`config.mk`:
```
export PLATFORM = sky130hd
export DESIGN_NAME = fpid_seq
export DESIGN_NICKNAME = d
export VERILOG_FILES = /design/src/rtl/fpid_pkg.sv /design/src/rtl/fpid_seq.sv
export SDC_FILE = /design/constraint.sdc
export NUM_CORES = 1
export LEC_CHECK = 0
export BUFFER_PORTS_ARGS = -buffer_cell sky130_fd_sc_hd__buf_2
export CAP_MARGIN = 20
export CORE_ASPECT_RATIO = 1.2
export CORE_MARGIN = 2
export CORE_UTILIZATION = 47
export CTS_CLUSTER_DIAMETER = 200
export CTS_CLUSTER_SIZE = 12
export DETAILED_ROUTE_END_ITERATION = 6
export GPL_TIMING_DRIVEN = 0
export PLACE_DENSITY_LB_ADDON = 0.1
export SLEW_MARGIN = 15
export SYNTH_ARGS = -nofsm -noshare
export SYNTH_HDL_FRONTEND = slang
export SYNTH_SLANG_ARGS = --single-unit
```
`constraint.sdc`:
```
create_clock -name clk -period 2.7 [get_ports clk]
set_clock_uncertainty 0.05 [all_clocks]
set_input_delay 0.54 -clock clk [delete_from_list [all_inputs] [get_ports clk]]
set_output_delay 0.54 -clock clk [all_outputs]
set_load 0.01 [all_outputs]
```
`src/rtl/fpid_pkg.sv`:
```
package fpid_pkg;

    localparam int TEMP_W     = 13;
    localparam int GAIN_W     = 16;
    localparam int TIME_W     = 32;
    localparam int PWM_W      = 8;
    localparam int INTEG_W    = 22;
    localparam int DIFF_W     = TEMP_W + 1;
    localparam int PROD_W     = 52;
    localparam int ACC_W      = 52;
    localparam int MUL_A_W    = 32;
    localparam int MUL_B_W    = TIME_W + 1;
    // Magnitude bits of the derivative numerator, kept even for two quotient bits a cycle.
    localparam int DIV_W      = 50;
    localparam int IDX_W      = 3;
    localparam int CFG_DATA_W = 16;
    localparam int STEP_W     = 5;
    localparam int XS_W       = 15;
    localparam int SEL_W      = 3;
    localparam int ACC_OP_W   = 2;
    localparam int DP_OP_W    = 4;
    localparam int COND_W     = 3;

    // The duty is sum / 4096000, and 4096000 = 125 * 2^15.
    localparam int SCALE_SHIFT = 15;
    localparam int RECIP_SHIFT = 22;

    localparam logic signed [INTEG_W-1:0] INTEG_LIMIT = 22'sd1600000;
    localparam logic signed [TEMP_W-1:0]  ERR_MAX     = {1'b0, {(TEMP_W-1){1'b1}}};
    localparam logic signed [TEMP_W-1:0]  ERR_MIN     = {1'b1, {(TEMP_W-1){1'b0}}};
    localparam logic [PWM_W-1:0]          PWM_FULL    = 8'hFF;
    localparam logic [PWM_W-1:0]          PWM_OFF     = 8'h00;
    localparam logic [MUL_B_W-1:0]        K_MILLI     = 33'd1000;
    localparam logic [MUL_B_W-1:0]        K_MICRO     = 33'd1000000;
    localparam logic [MUL_B_W-1:0]        K_RECIP     = 33'd33555;
    localparam logic [ACC_W-SCALE_SHIFT-1:0] SCALED_FULL = 37'd32000;

    localparam logic [IDX_W-1:0] REG_TARGET    = 3'd0;
    localparam logic [IDX_W-1:0] REG_GAIN_P    = 3'd1;
    localparam logic [IDX_W-1:0] REG_GAIN_I    = 3'd2;
    localparam logic [IDX_W-1:0] REG_GAIN_D    = 3'd3;
    localparam logic [IDX_W-1:0] REG_CHG_THR   = 3'd4;
    localparam logic [IDX_W-1:0] REG_DIS_THR   = 3'd5;
    localparam logic [IDX_W-1:0] REG_CRIT_TEMP = 3'd6;

    typedef struct packed {
        logic signed [TEMP_W-1:0] target;
        logic [GAIN_W-1:0]        gain_p;
        logic [GAIN_W-1:0]        gain_i;
        logic [GAIN_W-1:0]        gain_d;
        logic signed [TEMP_W-1:0] chg_thr;
        logic signed [TEMP_W-1:0] dis_thr;
        logic signed [TEMP_W-1:0] crit;
    } cfg_t;

    localparam cfg_t CFG_RESET = '{
        target:  13'sd560,
        gain_p:  16'd512,
        gain_i:  16'd128,
        gain_d:  16'd256,
        chg_thr: 13'sd640,
        dis_thr: 13'sd800,
        crit:    13'sd960
    };

    // Multiplier operand selects.
    localparam logic [SEL_W-1:0] ASEL_ERR   = 3'd0;
    localparam logic [SEL_W-1:0] ASEL_PROD  = 3'd1;
    localparam logic [SEL_W-1:0] ASEL_INTEG = 3'd2;
    localparam logic [SEL_W-1:0] ASEL_DIFF  = 3'd3;
    localparam logic [SEL_W-1:0] ASEL_XS    = 3'd4;

    localparam logic [SEL_W-1:0] BSEL_DT    = 3'd0;
    localparam logic [SEL_W-1:0] BSEL_GP    = 3'd1;
    localparam logic [SEL_W-1:0] BSEL_GI    = 3'd2;
    localparam logic [SEL_W-1:0] BSEL_GD    = 3'd3;
    localparam logic [SEL_W-1:0] BSEL_MILLI = 3'd4;
    localparam logic [SEL_W-1:0] BSEL_MICRO = 3'd5;
    localparam logic [SEL_W-1:0] BSEL_RECIP = 3'd6;

    localparam logic [ACC_OP_W-1:0] ACC_NONE = 2'd0;
    localparam logic [ACC_OP_W-1:0] ACC_LOAD = 2'd1;
    localparam logic [ACC_OP_W-1:0] ACC_ADD  = 2'd2;
    localparam logic [ACC_OP_W-1:0] ACC_ADDQ = 2'd3;

    localparam logic [DP_OP_W-1:0] DP_NOP   = 4'd0;
    localparam logic [DP_OP_W-1:0] DP_CRIT  = 4'd1;
    localparam logic [DP_OP_W-1:0] DP_THR   = 4'd2;
    localparam logic [DP_OP_W-1:0] DP_ERR   = 4'd3;
    localparam logic [DP_OP_W-1:0] DP_INTEG = 4'd4;
    localparam logic [DP_OP_W-1:0] DP_DIFF  = 4'd5;
    localparam logic [DP_OP_W-1:0] DP_DIVGO = 4'd6;
    localparam logic [DP_OP_W-1:0] DP_SCALE = 4'd7;
    localparam logic [DP_OP_W-1:0] DP_PWM   = 4'd8;

    localparam logic [COND_W-1:0] C_NEVER    = 3'd0;
    localparam logic [COND_W-1:0] C_ALWAYS   = 3'd1;
    localparam logic [COND_W-1:0] C_NO_IN    = 3'd2;
    localparam logic [COND_W-1:0] C_CRIT     = 3'd3;
    localparam logic [COND_W-1:0] C_NOT_PID  = 3'd4;
    localparam logic [COND_W-1:0] C_DT_ZERO  = 3'd5;
    localparam logic [COND_W-1:0] C_DIV_BUSY = 3'd6;
    localparam logic [COND_W-1:0] C_OUT_BUSY = 3'd7;

    // Program addresses.
    localparam logic [STEP_W-1:0] S_IDLE  = 5'd0;
    localparam logic [STEP_W-1:0] S_CHK   = 5'd1;
    localparam logic [STEP_W-1:0] S_THR   = 5'd2;
    localparam logic [STEP_W-1:0] S_ERR   = 5'd3;
    localparam logic [STEP_W-1:0] S_MED   = 5'd4;
    localparam logic [STEP_W-1:0] S_INTEG = 5'd5;
    localparam logic [STEP_W-1:0] S_MK    = 5'd6;
    localparam logic [STEP_W-1:0] S_MI    = 5'd7;
    localparam logic [STEP_W-1:0] S_DIFF  = 5'd8;
    localparam logic [STEP_W-1:0] S_MD    = 5'd9;
    localparam logic [STEP_W-1:0] S_MM    = 5'd10;
    localparam logic [STEP_W-1:0] S_DIVGO = 5'd11;
    localparam logic [STEP_W-1:0] S_DIVW  = 5'd12;
    localparam logic [STEP_W-1:0] S_ADDQ  = 5'd13;
    localparam logic [STEP_W-1:0] S_SCALE = 5'd14;
    localparam logic [STEP_W-1:0] S_MR    = 5'd15;
    localparam logic [STEP_W-1:0] S_PWM   = 5'd16;
    localparam logic [STEP_W-1:0] S_EMIT  = 5'd17;

    typedef struct packed {
        logic                take;
        logic                emit;
        logic                mul_en;
        logic [SEL_W-1:0]    a_sel;
        logic [SEL_W-1:0]    b_sel;
        logic [ACC_OP_W-1:0] acc_op;
        logic [DP_OP_W-1:0]  dp_op;
        logic [COND_W-1:0]   wait_c;
        logic [COND_W-1:0]   jmp_c;
        logic [STEP_W-1:0]   target;
    } cw_t;

    typedef struct packed {
        logic crit_hit;
        logic not_pid;
        logic dt_zero;
        logic div_busy;
    } dp_stat_t;

    function automatic cw_t mkcw(
        input logic                take,
        input logic                emit,
        input logic                mul_en,
        input logic [SEL_W-1:0]    a_sel,
        input logic [SEL_W-1:0]    b_sel,
        input logic [ACC_OP_W-1:0] acc_op,
        input logic [DP_OP_W-1:0]  dp_op,
        input logic [COND_W-1:0]   wait_c,
        input logic [COND_W-1:0]   jmp_c,
        input logic [STEP_W-1:0]   target
    );
        cw_t w;
        w.take   = take;
        w.emit   = emit;
        w.mul_en = mul_en;
        w.a_sel  = a_sel;
        w.b_sel  = b_sel;
        w.acc_op = acc_op;
        w.dp_op  = dp_op;
        w.wait_c = wait_c;
        w.jmp_c  = jmp_c;
        w.target = target;
        return w;
    endfunction

    // Microcode store. A step stays put while its wait condition holds, then
    // jumps when its jump condition holds, and otherwise falls through.
    function automatic cw_t ucode(input logic [STEP_W-1:0] addr);
        cw_t w;
        unique case (addr)
            S_IDLE:  w = mkcw(1'b1, 1'b0, 1'b0, ASEL_ERR, BSEL_DT, ACC_NONE, DP_NOP,
                              C_NO_IN, C_NEVER, S_IDLE);
            S_CHK:   w = mkcw(1'b0, 1'b0, 1'b0, ASEL_ERR, BSEL_DT, ACC_NONE, DP_CRIT,
                              C_NEVER, C_CRIT, S_EMIT);
            S_THR:   w = mkcw(1'b0, 1'b0, 1'b0, ASEL_ERR, BSEL_DT, ACC_NONE, DP_THR,
                              C_NEVER, C_NOT_PID, S_EMIT);
            S_ERR:   w = mkcw(1'b0, 1'b0, 1'b0, ASEL_ERR, BSEL_DT, ACC_NONE, DP_ERR,
                              C_NEVER, C_NEVER, S_IDLE);
            S_MED:   w = mkcw(1'b0, 1'b0, 1'b1, ASEL_ERR, BSEL_DT, ACC_NONE, DP_NOP,
                              C_NEVER, C_NEVER, S_IDLE);
            S_INTEG: w = mkcw(1'b0, 1'b0, 1'b1, ASEL_ERR, BSEL_GP, ACC_NONE, DP_INTEG,
                              C_NEVER, C_NEVER, S_IDLE);
            S_MK:    w = mkcw(1'b0, 1'b0, 1'b1, ASEL_PROD, BSEL_MILLI, ACC_NONE, DP_NOP,
                              C_NEVER, C_NEVER, S_IDLE);
            S_MI:    w = mkcw(1'b0, 1'b0, 1'b1, ASEL_INTEG, BSEL_GI, ACC_LOAD, DP_NOP,
                              C_NEVER, C_NEVER, S_IDLE);
            S_DIFF:  w = mkcw(1'b0, 1'b0, 1'b0, ASEL_ERR, BSEL_DT, ACC_ADD, DP_DIFF,
                              C_NEVER, C_DT_ZERO, S_SCALE);
            S_MD:    w = mkcw(1'b0, 1'b0, 1'b1, ASEL_DIFF, BSEL_GD, ACC_NONE, DP_NOP,
                              C_NEVER, C_NEVER, S_IDLE);
            S_MM:    w = mkcw(1'b0, 1'b0, 1'b1, ASEL_PROD, BSEL_MICRO, ACC_NONE, DP_NOP,
                              C_NEVER, C_NEVER, S_IDLE);
            S_DIVGO: w = mkcw(1'b0, 1'b0, 1'b0, ASEL_ERR, BSEL_DT, ACC_NONE, DP_DIVGO,
                              C_NEVER, C_NEVER, S_IDLE);
            S_DIVW:  w = mkcw(1'b0, 1'b0, 1'b0, ASEL_ERR, BSEL_DT, ACC_NONE, DP_NOP,
                              C_DIV_BUSY, C_NEVER, S_IDLE);
            S_ADDQ:  w = mkcw(1'b0, 1'b0, 1'b0, ASEL_ERR, BSEL_DT, ACC_ADDQ, DP_NOP,
                              C_NEVER, C_NEVER, S_IDLE);
            S_SCALE: w = mkcw(1'b0, 1'b0, 1'b0, ASEL_ERR, BSEL_DT, ACC_NONE, DP_SCALE,
                              C_NEVER, C_NEVER, S_IDLE);
            S_MR:    w = mkcw(1'b0, 1'b0, 1'b1, ASEL_XS, BSEL_RECIP, ACC_NONE, DP_NOP,
                              C_NEVER, C_NEVER, S_IDLE);
            S_PWM:   w = mkcw(1'b0, 1'b0, 1'b0, ASEL_ERR, BSEL_DT, ACC_NONE, DP_PWM,
                              C_NEVER, C_NEVER, S_IDLE);
            S_EMIT:  w = mkcw(1'b0, 1'b1, 1'b0, ASEL_ERR, BSEL_DT, ACC_NONE, DP_NOP,
                              C_OUT_BUSY, C_ALWAYS, S_IDLE);
            default: w = mkcw(1'b0, 1'b0, 1'b0, ASEL_ERR, BSEL_DT, ACC_NONE, DP_NOP,
                              C_NEVER, C_ALWAYS, S_IDLE);
        endcase
        return w;
    endfunction

endpackage

```
`src/rtl/fpid_seq.sv`:
```
module fpid_seq (
    input  logic               clk,
    input  logic               rst_n,
    input  logic               in_valid,
    input  logic               out_busy,
    input  fpid_pkg::dp_stat_t stat,
    output fpid_pkg::cw_t      cw
);
    import fpid_pkg::*;

    logic [STEP_W-1:0] step_reg, step_next;
    logic              hold;
    logic              jump;

    function automatic logic cond_true(
        input logic [COND_W-1:0] c,
        input logic              inv,
        input logic              obusy,
        input dp_stat_t          s
    );
        logic r;
        unique case (c)
            C_NEVER:    r = 1'b0;
            C_ALWAYS:   r = 1'b1;
            C_NO_IN:    r = !inv;
            C_CRIT:     r = s.crit_hit;
            C_NOT_PID:  r = s.not_pid;
            C_DT_ZERO:  r = s.dt_zero;
            C_DIV_BUSY: r = s.div_busy;
            C_OUT_BUSY: r = obusy;
            default:    r = 1'b0;
        endcase
        return r;
    endfunction

    assign cw = ucode(step_reg);

    always_comb
    begin
        hold = cond_true(cw.wait_c, in_valid, out_busy, stat);
        jump = cond_true(cw.jmp_c, in_valid, out_busy, stat);
        if (hold)
        begin
            step_next = step_reg;
        end
        else if (jump)
        begin
            step_next = cw.target;
        end
        else
        begin
            step_next = step_reg + 1'b1;
        end
    end

    always_ff @(posedge clk or negedge rst_n)
    begin
        if (!rst_n)
        begin
            step_reg <= S_IDLE;
        end
        else
        begin
            step_reg <= step_next;
        end
    end

endmodule
```
==> Yosys cells after proc, flatten, opt, wreduce, memory -nomap -nowiden <==
Memories as Yosys holds them, arrays and structs flattened.
Cells that the tools add are included.
{ "word_totals": {"mem_count": 1, "rom_bits": 832, "input_bits": 8, "out_inout_bits": 26, "word_cells": 23, "ff_bits": 5} }
{ "mem_list": {"columns": ["memory", "words", "width", "read_ports", "rd_clocked_by_memory_dff", "write_ports", "line_no", "source"], "rows": [
  ["(name not given)", 32, 26, 1, 0, 0, "fpid_pkg.sv:175", "unique case (addr)"]
]} }
{ "classes": {"reduce_logical": 3, "mux": 3, "add_sub_neg": 1, "eq_ne": 14} }
{ "op_table": {"columns": ["operator", "n"], "rows": [
  ["$eq 3x3->1 const B", 8],
  ["$pmux 1 s8", 2],
  ["$eq 3x2->1 const B", 4],
  ["$eq 3x1->1 const B", 2],
  ["$logic_not 3->1", 2],
  ["$add 5x1->5 const B", 1],
  ["$mux 5", 1],
  ["$logic_not 1->1", 1]
]} }

==> Logic depth before layout (Yosys ltp) <==
Gate-level depths: netlist (run 1).
An unclocked memory read counts as a cell.
{ "logic_depth": {"ltp_word": 4, "depth_mapped": 8, "ltp_nobuf": 7} }

==> Least setup slack after synthesis (run 1) <==
Ideal clock, no wire load.
{ "synth_path": {"path_kind": "reg2out", "startpoint": "reg step_reg[0]", "endpoint": "out cw[4] (netlist name)", "path_buffers": 1, "t_required_ns": 2.110, "arrival_time_ns": 1.619, "stages_incl_launch_ff": 5, "setup_slack_ns": 0.491, "cell_sequence": "dfrtp_1 inv_1 ha_1 nor4b_1 buf_4"} }
{ "synth_lines": {"columns": ["item", "line_no", "source"], "rows": [
  ["start, declared", "fpid_seq.sv:11", "logic [STEP_W-1:0] step_reg, step_next;"],
  ["start signal, assigned", "fpid_seq.sv:64", "step_reg <= step_next;"],
  ["end, declared", "fpid_seq.sv:7", "output fpid_pkg::cw_t cw"]
]} }

==> results of run 1 <==
## through the flow
| step | power, mW | setup slack (ns) |
|---|---|---|
| after floorplan | 0.855 | 0.491 |
| after global placement | 1.11 | 0.368 |
| after detailed placement | 1.12 | 0.329 |
| after CTS | 1.21 | 0.106 |
| after global routing | 1.33 | 0.0331 |
| final | 1.22 | 0.200 |
## layer usage
layer	track usage	up-vias	share of wire
li1	-	475	-
met1	0.263	434	0.45
met2	0.372	31	0.48
met3	0.0296	3	0.051
met4	0.124	0	0.015
met5	0	-	0
## power breakdown
group / total (mW) / switching, mW / internal, mW
Clock: 0.0875 / 0.0316 / 0.0559
Combinational: 0.985 / 0.551 / 0.435
Sequential: 0.144 / 0.0349 / 0.109
## placed cells by master (no fill, tap or decap), drive strengths merged, types with 2 or more instances in the layout
cell type	n
a211o	2
a21o	2
a21oi	11
a31oi	2
buf	41
clkbuf	9
dfrtp	5
ha	5
inv	6
mux2i	2
nand2	14
nand2b	2
nand3	9
nand3b	2
nor2	8
nor3	4
nor4	2
nor4b	2
o211ai	2
o21ai	5
or2b	2
## final timing paths
kind,start,end,slack (ns),cells past startpoint
worst min register to register,step_reg[1],step_reg[1],0.55,2
worst max-delay path,step_reg[0],cw[9],0.20,6
worst max register to register,step_reg[0],step_reg[0],0.32,7
min in group clk,step_reg[1],step_reg[1],0.55,2
max in group asynchronous,rst_n,step_reg[2],2.42,1
worst min-delay path,rst_n,step_reg[1],0.05,1
## final cells by class
type	instances	share of cell area
Buffer	13	0.0748
Clock buffer	4	0.0258
Inverter	6	0.0221
Multi-Input combinational cell	89	0.571
Sequential cell	5	0.123
Tap cell	18	0.0221
Timing Repair Buffer	33	0.162
## critical path, cell delays in order (launching register included)
cell and delay, ns:
dfrtp_1 0.45, inv_1 0.11, ha_1 0.28, or2b_1 0.32, a211o_1 0.27, o21ai_0 0.07
buf_2 0.16
## kinds of logic after synthesis
| kind of cell | share of synthesized area |
|---|---|
| AO/OA/AOI/OAI | 0.248 |
| flip-flops | 0.157 |
| buffers and inverters | 0.121 |
| adder cells (fa/ha/maj) | 0.0785 |
| multiplexers | 0.0392 |
| XOR/XNOR | 0.0110 |
| AND/OR/NAND/NOR | 0.345 |
==> tab_implementation.tex, run 1 <==
\begin{tabular}{lr}
\hline
Metric & Value \\
\hline
\multicolumn{2}{l}{\textbf{Run status}} \\
Result of the run & finished, final reports clean \\
\multicolumn{2}{l}{\textbf{Cells and area}} \\
Filler instances & 153 \\
Total non-filler cell area in the finished layout & 0.00102 mm\^{}2 \\
Post-Layout Cell Count & 168 \\
Antenna diode instance count & 0 \\
Area overhead of the layout relative to synthesis & 27.9\% \\
Share of post-route cells with drive strength above 1 & 0.367 \\
Area of the multi-input gates & 582 um\^{}2 \\
Combined flip-flop and latch cell area & 125 um\^{}2 \\
Number of flip-flops under the largest register name & 5 \\
Post-layout utilization of the core & 0.629 \\
NumNets Final & 164 \\
\multicolumn{2}{l}{\textbf{Logic synthesis}} \\
Flop and latch count out of synthesis & 5 \\
Commonest register cell after synthesis & dfrtp\_1 \\
Top-area cell type share of the netlist area & 0.157 \\
Seq/Total Area, Yosys & 0.157 \\
Top post-synthesis cells by count & 14 x nand2\_1, 11 x a21oi\_1, 9 x nand3\_1 \\
Unique cell type count in the Yosys netlist & 39 \\
Mapped cell area & 797 um\^{}2 \\
Share of synthesized flip-flops with an asynchronous set or reset & 1.00 \\
Synth area leader & dfrtp\_1 \\
Yosys Warn Count & 0 \\
Leading cell types by total area after synthesis & dfrtp\_1 16\%, ha\_1 7.8\%, a21oi\_1 6.9\% \\
Top-count cell post-synth & nand2\_1 \\
Post-synthesis area per instance & 7.05 um\^{}2 \\
Number of synthesized flops with an enable pin & 0 \\
Cell count after synthesis & 113 \\
Net count after synthesis & 126 \\
\multicolumn{2}{l}{\textbf{Global routing}} \\
Overall track demand over capacity in global routing & 0.220 \\
Global-route wire length before repair & 3590 um \\
Number of global-route vias before repair & 850 \\
GRT overflow & 0 \\
Pin count of the biggest net entering global routing & 11 \\
Antenna violations before repair & 0 \\
\multicolumn{2}{l}{\textbf{Setup path}} \\
Critical path class & reg2out \\
Critical path arrival & 1.91 ns \\
CP required & 2.11 ns \\
Max Fanout on Critical Path & 7 \\
Critical Path End Type & output port \\
Critical Path Source Type & register \\
\multicolumn{2}{l}{\textbf{STA}} \\
Achievable Freq & 400 MHz \\
Final Hold Violating Endpoints & 0 \\
Ratio of final minimum period to clock period & 0.926 \\
Crit path time final & 2.50 ns \\
Slew at the pin with the worst max-slew slack & 0.454 ns \\
Endpoints failing setup & 0 \\
Worst hold slack & 0.0473 ns \\
Worst slew margin relative to its limit & 0.693 \\
Unrepaired setup endpoints after global routing & no \\
Final count of pins violating max slew & 0 \\
Setup TNS Final & 0 ns \\
\multicolumn{2}{l}{\textbf{Floorplanning}} \\
Row count & 16 \\
Initial core utilization & 0.492 \\
Area of the die & 0.00204 mm\^{}2 \\
Die width & 41.6 um \\
Number of top-level design ports & 34 \\
Height of the chip & 49.1 um \\
Core Footprint & 0.00162 mm\^{}2 \\
\multicolumn{2}{l}{\textbf{Worst hold path}} \\
Tightest Hold Check Type & in2async \\
\multicolumn{2}{l}{\textbf{Placement}} \\
\# port buffers & 33 \\
Placed instance area & 985 um\^{}2 \\
HPWL after detailed placement & 1620 um \\
\# placed instances & 164 \\
Routability congestion estimate & 0.804 \\
\multicolumn{2}{l}{\textbf{Flow run}} \\
Number of max-capacitance violations reported & 0 \\
\multicolumn{2}{l}{\textbf{Pwr}} \\
Power density relative to cell area & 1190 mW/mm\^{}2 \\
Peak ir drop on the vdd network & 632 uV \\
Standby leakage power & 0.528 nW \\
\multicolumn{2}{l}{\textbf{CTS}} \\
Number of buffers on the longest clock path & 2 \\
Clock latency of the later-clocked register in the worst-skew pair & 0.25 ns \\
Post-CTS setup buffer count & 0 \\
Gates resized, CTS repair & 0 \\
Clock sink total & 5 \\
Hold Buf Count CTS & 0 \\
Number of H-tree branching levels & 1 \\
CTS clk-pin slew, worst paths & 0.04 ns \\
Number of buffers created by CTS & 3 \\
CTS tree & built \\
Root buffer cell & clkbuf\_4 \\
\multicolumn{2}{l}{\textbf{Route}} \\
Starting DRT DRC Count & 22 \\
DRC & 0 \\
Average wire length per cell after detail routing & 12.3 um \\
Final antenna-violating net count & 0 \\
Routed via count & 943 \\
Vias per std cell & 5.61 \\
Detailed Routing Iterations Pass 1 & 4 \\
Post-Route WL & 2060 um \\
\hline
\end{tabular}
Note: power is estimated with default switching activity, not from simulation.
==> inputs of run 2 (changes only) <==
Settings changed: CORE_UTILIZATION 47 to 50.
Clock period 2.7 ns to 3.2 ns, I/O delays scaled along.
==> tab_implementation.tex, run 2 (same netlist as run 1, synthesis figures left out) <==
\begin{tabular}{lr}
\hline
Metric & Value \\
\hline
\multicolumn{2}{l}{\textbf{Pwr}} \\
Peak ir drop on the vdd network & 602 uV \\
Standby leakage power & 0.519 nW \\
Switching power as a share of total power & 0.511 \\
Logic pwr share & 0.813 \\
Sequential power share & 0.119 \\
Switching power & 0.522 mW \\
Power density relative to cell area & 1010 mW/mm\^{}2 \\
Clock Power Share & 0.068 \\
Int Pwr & 0.500 mW \\
\multicolumn{2}{l}{\textbf{Setup path}} \\
Critical Path End Type & output port \\
Critical path class & reg2out \\
Endpoint of the most critical setup path & cw[23] \\
Max Fanout on Critical Path & 10 \\
Critical Path Source Type & register \\
Source of the worst register-to-register timing path & step\_reg[0] \\
CP required & 2.51 ns \\
Critical path arrival & 1.99 ns \\
Endpoint of the lowest-slack register-to-register path & step\_reg[0] \\
R2R setup slack & 0.83 ns \\
Worst setup path startpoint & step\_reg[2] \\
Cell count of the worst reg-to-reg path & 7 \\
\multicolumn{2}{l}{\textbf{CTS}} \\
Root buffer cell & clkbuf\_4 \\
Hold Buf Count CTS & 0 \\
Gates resized, CTS repair & 0 \\
Clock latency of the later-clocked register in the worst-skew pair & 0.23 ns \\
Number of H-tree branching levels & 1 \\
Post-CTS setup buffer count & 0 \\
Number of buffers on the longest clock path & 2 \\
CTS tree & built \\
CTS clk-pin slew, worst paths & 0.04 ns \\
Number of buffers created by CTS & 3 \\
Clock sink total & 5 \\
\multicolumn{2}{l}{\textbf{Cells and area}} \\
Post-Layout Cell Count & 167 \\
Area of the multi-input gates & 576 um\^{}2 \\
Share of post-route cells with drive strength above 1 & 0.347 \\
Area overhead of the layout relative to synthesis & 26.7\% \\
Antenna diode instance count & 0 \\
Combined flip-flop and latch cell area & 125 um\^{}2 \\
Most frequent standard cell in the layout excluding fill and tap cells & buf\_2 \\
NumNets Final & 164 \\
Number of flip-flops under the largest register name & 5 \\
Filler instances & 129 \\
Total non-filler cell area in the finished layout & 0.00101 mm\^{}2 \\
Most frequent cells in the layout & 35 x buf\_2, 14 x nand2\_1, 11 x a21oi\_1 \\
\multicolumn{2}{l}{\textbf{STA}} \\
Final Hold Violating Endpoints & 0 \\
Ratio of final minimum period to clock period & 0.839 \\
Crit path time final & 2.68 ns \\
Achievable Freq & 373 MHz \\
Unrepaired setup endpoints after global routing & no \\
Worst hold slack & 0.168 ns \\
Final count of pins violating max slew & 0 \\
Worst slew margin relative to its limit & 0.667 \\
Endpoints failing setup & 0 \\
Setup TNS Final & 0 ns \\
Slew at the pin with the worst max-slew slack & 0.492 ns \\
\multicolumn{2}{l}{\textbf{Route}} \\
Average wire length per cell after detail routing & 12.8 um \\
Vias per std cell & 5.59 \\
DRC & 0 \\
Post-Route WL & 2140 um \\
Detailed Routing Iterations Pass 1 & 4 \\
Starting DRT DRC Count & 29 \\
Final antenna-violating net count & 0 \\
Routed via count & 934 \\
\multicolumn{2}{l}{\textbf{Floorplanning}} \\
Die width & 40.4 um \\
Row count & 15 \\
Number of top-level design ports & 34 \\
Core Footprint & 0.00146 mm\^{}2 \\
Height of the chip & 47.7 um \\
Area of the die & 0.00193 mm\^{}2 \\
Initial core utilization & 0.544 \\
\multicolumn{2}{l}{\textbf{Global routing}} \\
Number of global-route vias before repair & 805 \\
GRT overflow & 0 \\
Pin count of the biggest net entering global routing & 11 \\
Overall track demand over capacity in global routing & 0.251 \\
Global-route wire length before repair & 3460 um \\
Antenna violations before repair & 0 \\
\multicolumn{2}{l}{\textbf{Placement}} \\
HPWL after detailed placement & 1690 um \\
Routability congestion estimate & 0.833 \\
\# port buffers & 33 \\
Placed instance area & 983 um\^{}2 \\
\# placed instances & 163 \\
\multicolumn{2}{l}{\textbf{Flow run}} \\
Number of max-capacitance violations reported & 0 \\
\multicolumn{2}{l}{\textbf{Run status}} \\
Result of the run & finished, final reports clean \\
\multicolumn{2}{l}{\textbf{Worst hold path}} \\
Tightest Hold Check Type & in2async \\
\hline
\end{tabular}
run 2: changes by cell type in the layout (fill, tap and decap cells not counted), sizes merged:
cell    previous run  this run
buf               41        42
clkbuf             9         8
run 2: layer usage:
layer,GRT usage,part of all wire
met4,0.0600,0
met2,0.457,0.53
met3,0.00930,0.044
met1,0.318,0.43
met5,0,0
run 2: metrics by stage:
stage / setup slack, ns / power [mW] / utilization
after global placement: 0.809 / 0.931 / 0.672
after floorplan: 0.891 / 0.722 / -
final: 0.515 / 1.02 / 0.690
after CTS: 0.550 / 1.02 / 0.690
after global routing: 0.336 / 1.13 / 0.690
after detailed placement: 0.804 / 0.950 / 0.672
run 2: power by group through the flow:
stage | clock network (mW) | registers, mW | logic [mW]
finish | 0.0695 | 0.122 | 0.831
global route | 0.0744 | 0.127 | 0.924
CTS | 0.0711 | 0.122 | 0.831
detailed placement | 0 | 0.123 | 0.827
global placement | 0 | 0.121 | 0.810
floorplan | 0 | 0.115 | 0.607
run 2: worst min path at each step:
stage | from | end
floorplan | rst_n | step_reg[0]
global placement | rst_n | step_reg[3]
detailed placement | rst_n | step_reg[3]
CTS | rst_n | step_reg[1]
global route | rst_n | step_reg[0]
finish | rst_n | step_reg[0]
run 2: worst max-delay path, cell delays in order (launching register included):
cell	delay (ns)
dfrtp_1	0.40
buf_4	0.18
clkbuf_1	0.33
buf_1	0.38
o21ai_0	0.16
a21oi_1	0.17
buf_2	0.15
run 2: layout make-up:
cell class / count / area share
sequential: 5 / 0.124
buffer: 13 / 0.0731
clock buffer: 4 / 0.0260
inverter: 6 / 0.0223
timing repair buffer: 33 / 0.164
multi-input combinational: 89 / 0.570
tap: 17 / 0.0211
==> inputs of run 3 (changes only) <==
Settings changed: CORE_UTILIZATION 50 to 47.
Clock period 3.2 ns to 2.6 ns, I/O delays scaled along.
==> tab_implementation.tex, run 3 (same netlist as run 1, synthesis figures left out) <==
\begin{tabular}{lr}
\hline
Metric & Value \\
\hline
\multicolumn{2}{l}{\textbf{Setup path}} \\
Max Fanout on Critical Path & 7 \\
Critical Path End Type & output port \\
Critical path arrival & 1.91 ns \\
R2R setup slack & 0.21 ns \\
CP required & 2.03 ns \\
Cell count of the worst reg-to-reg path & 7 \\
Critical Path Source Type & register \\
Critical path class & reg2out \\
\multicolumn{2}{l}{\textbf{CTS}} \\
Number of H-tree branching levels & 1 \\
Root buffer cell & clkbuf\_4 \\
CTS tree & built \\
Hold Buf Count CTS & 0 \\
Number of buffers on the longest clock path & 2 \\
CTS clk-pin slew, worst paths & 0.04 ns \\
Post-CTS setup buffer count & 0 \\
Number of buffers created by CTS & 3 \\
Gates resized, CTS repair & 0 \\
Clock sink total & 5 \\
Clock latency of the later-clocked register in the worst-skew pair & 0.25 ns \\
\multicolumn{2}{l}{\textbf{STA}} \\
Slew at the pin with the worst max-slew slack & 0.452 ns \\
Endpoints failing setup & 0 \\
Unrepaired setup endpoints after global routing & yes \\
Worst slew margin relative to its limit & 0.695 \\
Ratio of final minimum period to clock period & 0.954 \\
Crit path time final & 2.48 ns \\
Final count of pins violating max slew & 0 \\
Final Hold Violating Endpoints & 0 \\
Achievable Freq & 403 MHz \\
\multicolumn{2}{l}{\textbf{Global routing}} \\
Antenna violations before repair & 0 \\
Number of global-route vias before repair & 850 \\
Overall track demand over capacity in global routing & 0.220 \\
Pin count of the biggest net entering global routing & 11 \\
GRT overflow & 0 \\
Global-route wire length before repair & 3590 um \\
\multicolumn{2}{l}{\textbf{Cells and area}} \\
Combined flip-flop and latch cell area & 125 um\^{}2 \\
NumNets Final & 164 \\
Share of post-route cells with drive strength above 1 & 0.380 \\
Post-Layout Cell Count & 168 \\
Most frequent cells in the layout & 35 x buf\_2, 14 x nand2\_1, 11 x a21oi\_1 \\
Area of the multi-input gates & 584 um\^{}2 \\
Number of flip-flops under the largest register name & 5 \\
Area overhead of the layout relative to synthesis & 28.4\% \\
Post-layout utilization of the core & 0.631 \\
Filler instances & 153 \\
Antenna diode instance count & 0 \\
Most frequent standard cell in the layout excluding fill and tap cells & buf\_2 \\
\multicolumn{2}{l}{\textbf{Pwr}} \\
Peak ir drop on the vdd network & 655 uV \\
Standby leakage power & 0.531 nW \\
Power density relative to cell area & 1240 mW/mm\^{}2 \\
Total power & 1.27 mW \\
\multicolumn{2}{l}{\textbf{Floorplanning}} \\
Core Footprint & 0.00162 mm\^{}2 \\
Die width & 41.6 um \\
Area of the die & 0.00204 mm\^{}2 \\
Initial core utilization & 0.492 \\
Height of the chip & 49.1 um \\
Row count & 16 \\
Number of top-level design ports & 34 \\
\multicolumn{2}{l}{\textbf{Route}} \\
Routed via count & 949 \\
Vias per std cell & 5.65 \\
Final antenna-violating net count & 0 \\
Average wire length per cell after detail routing & 12.3 um \\
Post-Route WL & 2070 um \\
Starting DRT DRC Count & 23 \\
DRC & 0 \\
Detailed Routing Iterations Pass 1 & 5 \\
\multicolumn{2}{l}{\textbf{Worst hold path}} \\
Tightest Hold Check Type & in2async \\
\multicolumn{2}{l}{\textbf{Placement}} \\
HPWL after detailed placement & 1620 um \\
\# placed instances & 164 \\
\# port buffers & 33 \\
Routability congestion estimate & 0.804 \\
\multicolumn{2}{l}{\textbf{Run status}} \\
Result of the run & finished, final reports clean \\
\multicolumn{2}{l}{\textbf{Flow run}} \\
Number of max-capacitance violations reported & 0 \\
\hline
\end{tabular}
[run 3: changes by cell type in the layout (fill, tap and decap cells not counted), sizes merged]
cell,before,now
clkbuf,8,9
buf,42,41
[run 3: metrics by stage]
step | setup TNS, ns | cell area, um^2 | hold slack (ns) | worst slack [ns]
2_1_floorplan | 0 | 797 | 0.174 | 0.411
3_3_place_gp | 0 | 985 | 0.289 | 0.268
3_5_place_dp | 0 | 985 | 0.289 | 0.229
4_1_cts | 0 | 1010 | 0.0233 | 0.0257
5_1_grt | -0.0291 | 1020 | 0.0302 | -0.0272
6_report | 0 | 1020 | 0.0273 | 0.121
[run 3: routing by layer]
layer,global-route usage,vias to the layer above,wire length [um]
met5,0,-,0
met4,0.124,0,31
met3,0.0296,3,100
met2,0.372,29,1010
met1,0.263,440,920
li1,-,477,-
[run 3: worst paths after layout]
kind / start / to
setup / recovery: step_reg[0] / cw[9]
hold / removal: rst_n / step_reg[1]
setup reg to reg: step_reg[0] / step_reg[0]
hold reg to reg: step_reg[1] / step_reg[1]
max in group asynchronous: rst_n / step_reg[2]
min in group clk: step_reg[1] / step_reg[1]
[run 3: where the power goes]
group          internal [mW]  switching, mW
Combinational          0.453          0.573
Sequential             0.113         0.0365
Clock                 0.0581         0.0328
[run 3: final cells by class]
cell class,count,area share
multi-input cells,89,0.571
repair buffers,33,0.161
flip-flops and latches,5,0.122
plain buffers,13,0.0758
clock buffers,4,0.0257
inverters,6,0.0220
well taps,18,0.0220
[run 3: worst max-delay path, cell delays in order (launching register included)]
cell and delay [ns]:
dfrtp_1 0.45, inv_1 0.11, ha_1 0.28, or2b_1 0.32
a211o_1 0.27, o21ai_0 0.07, buf_2 0.16
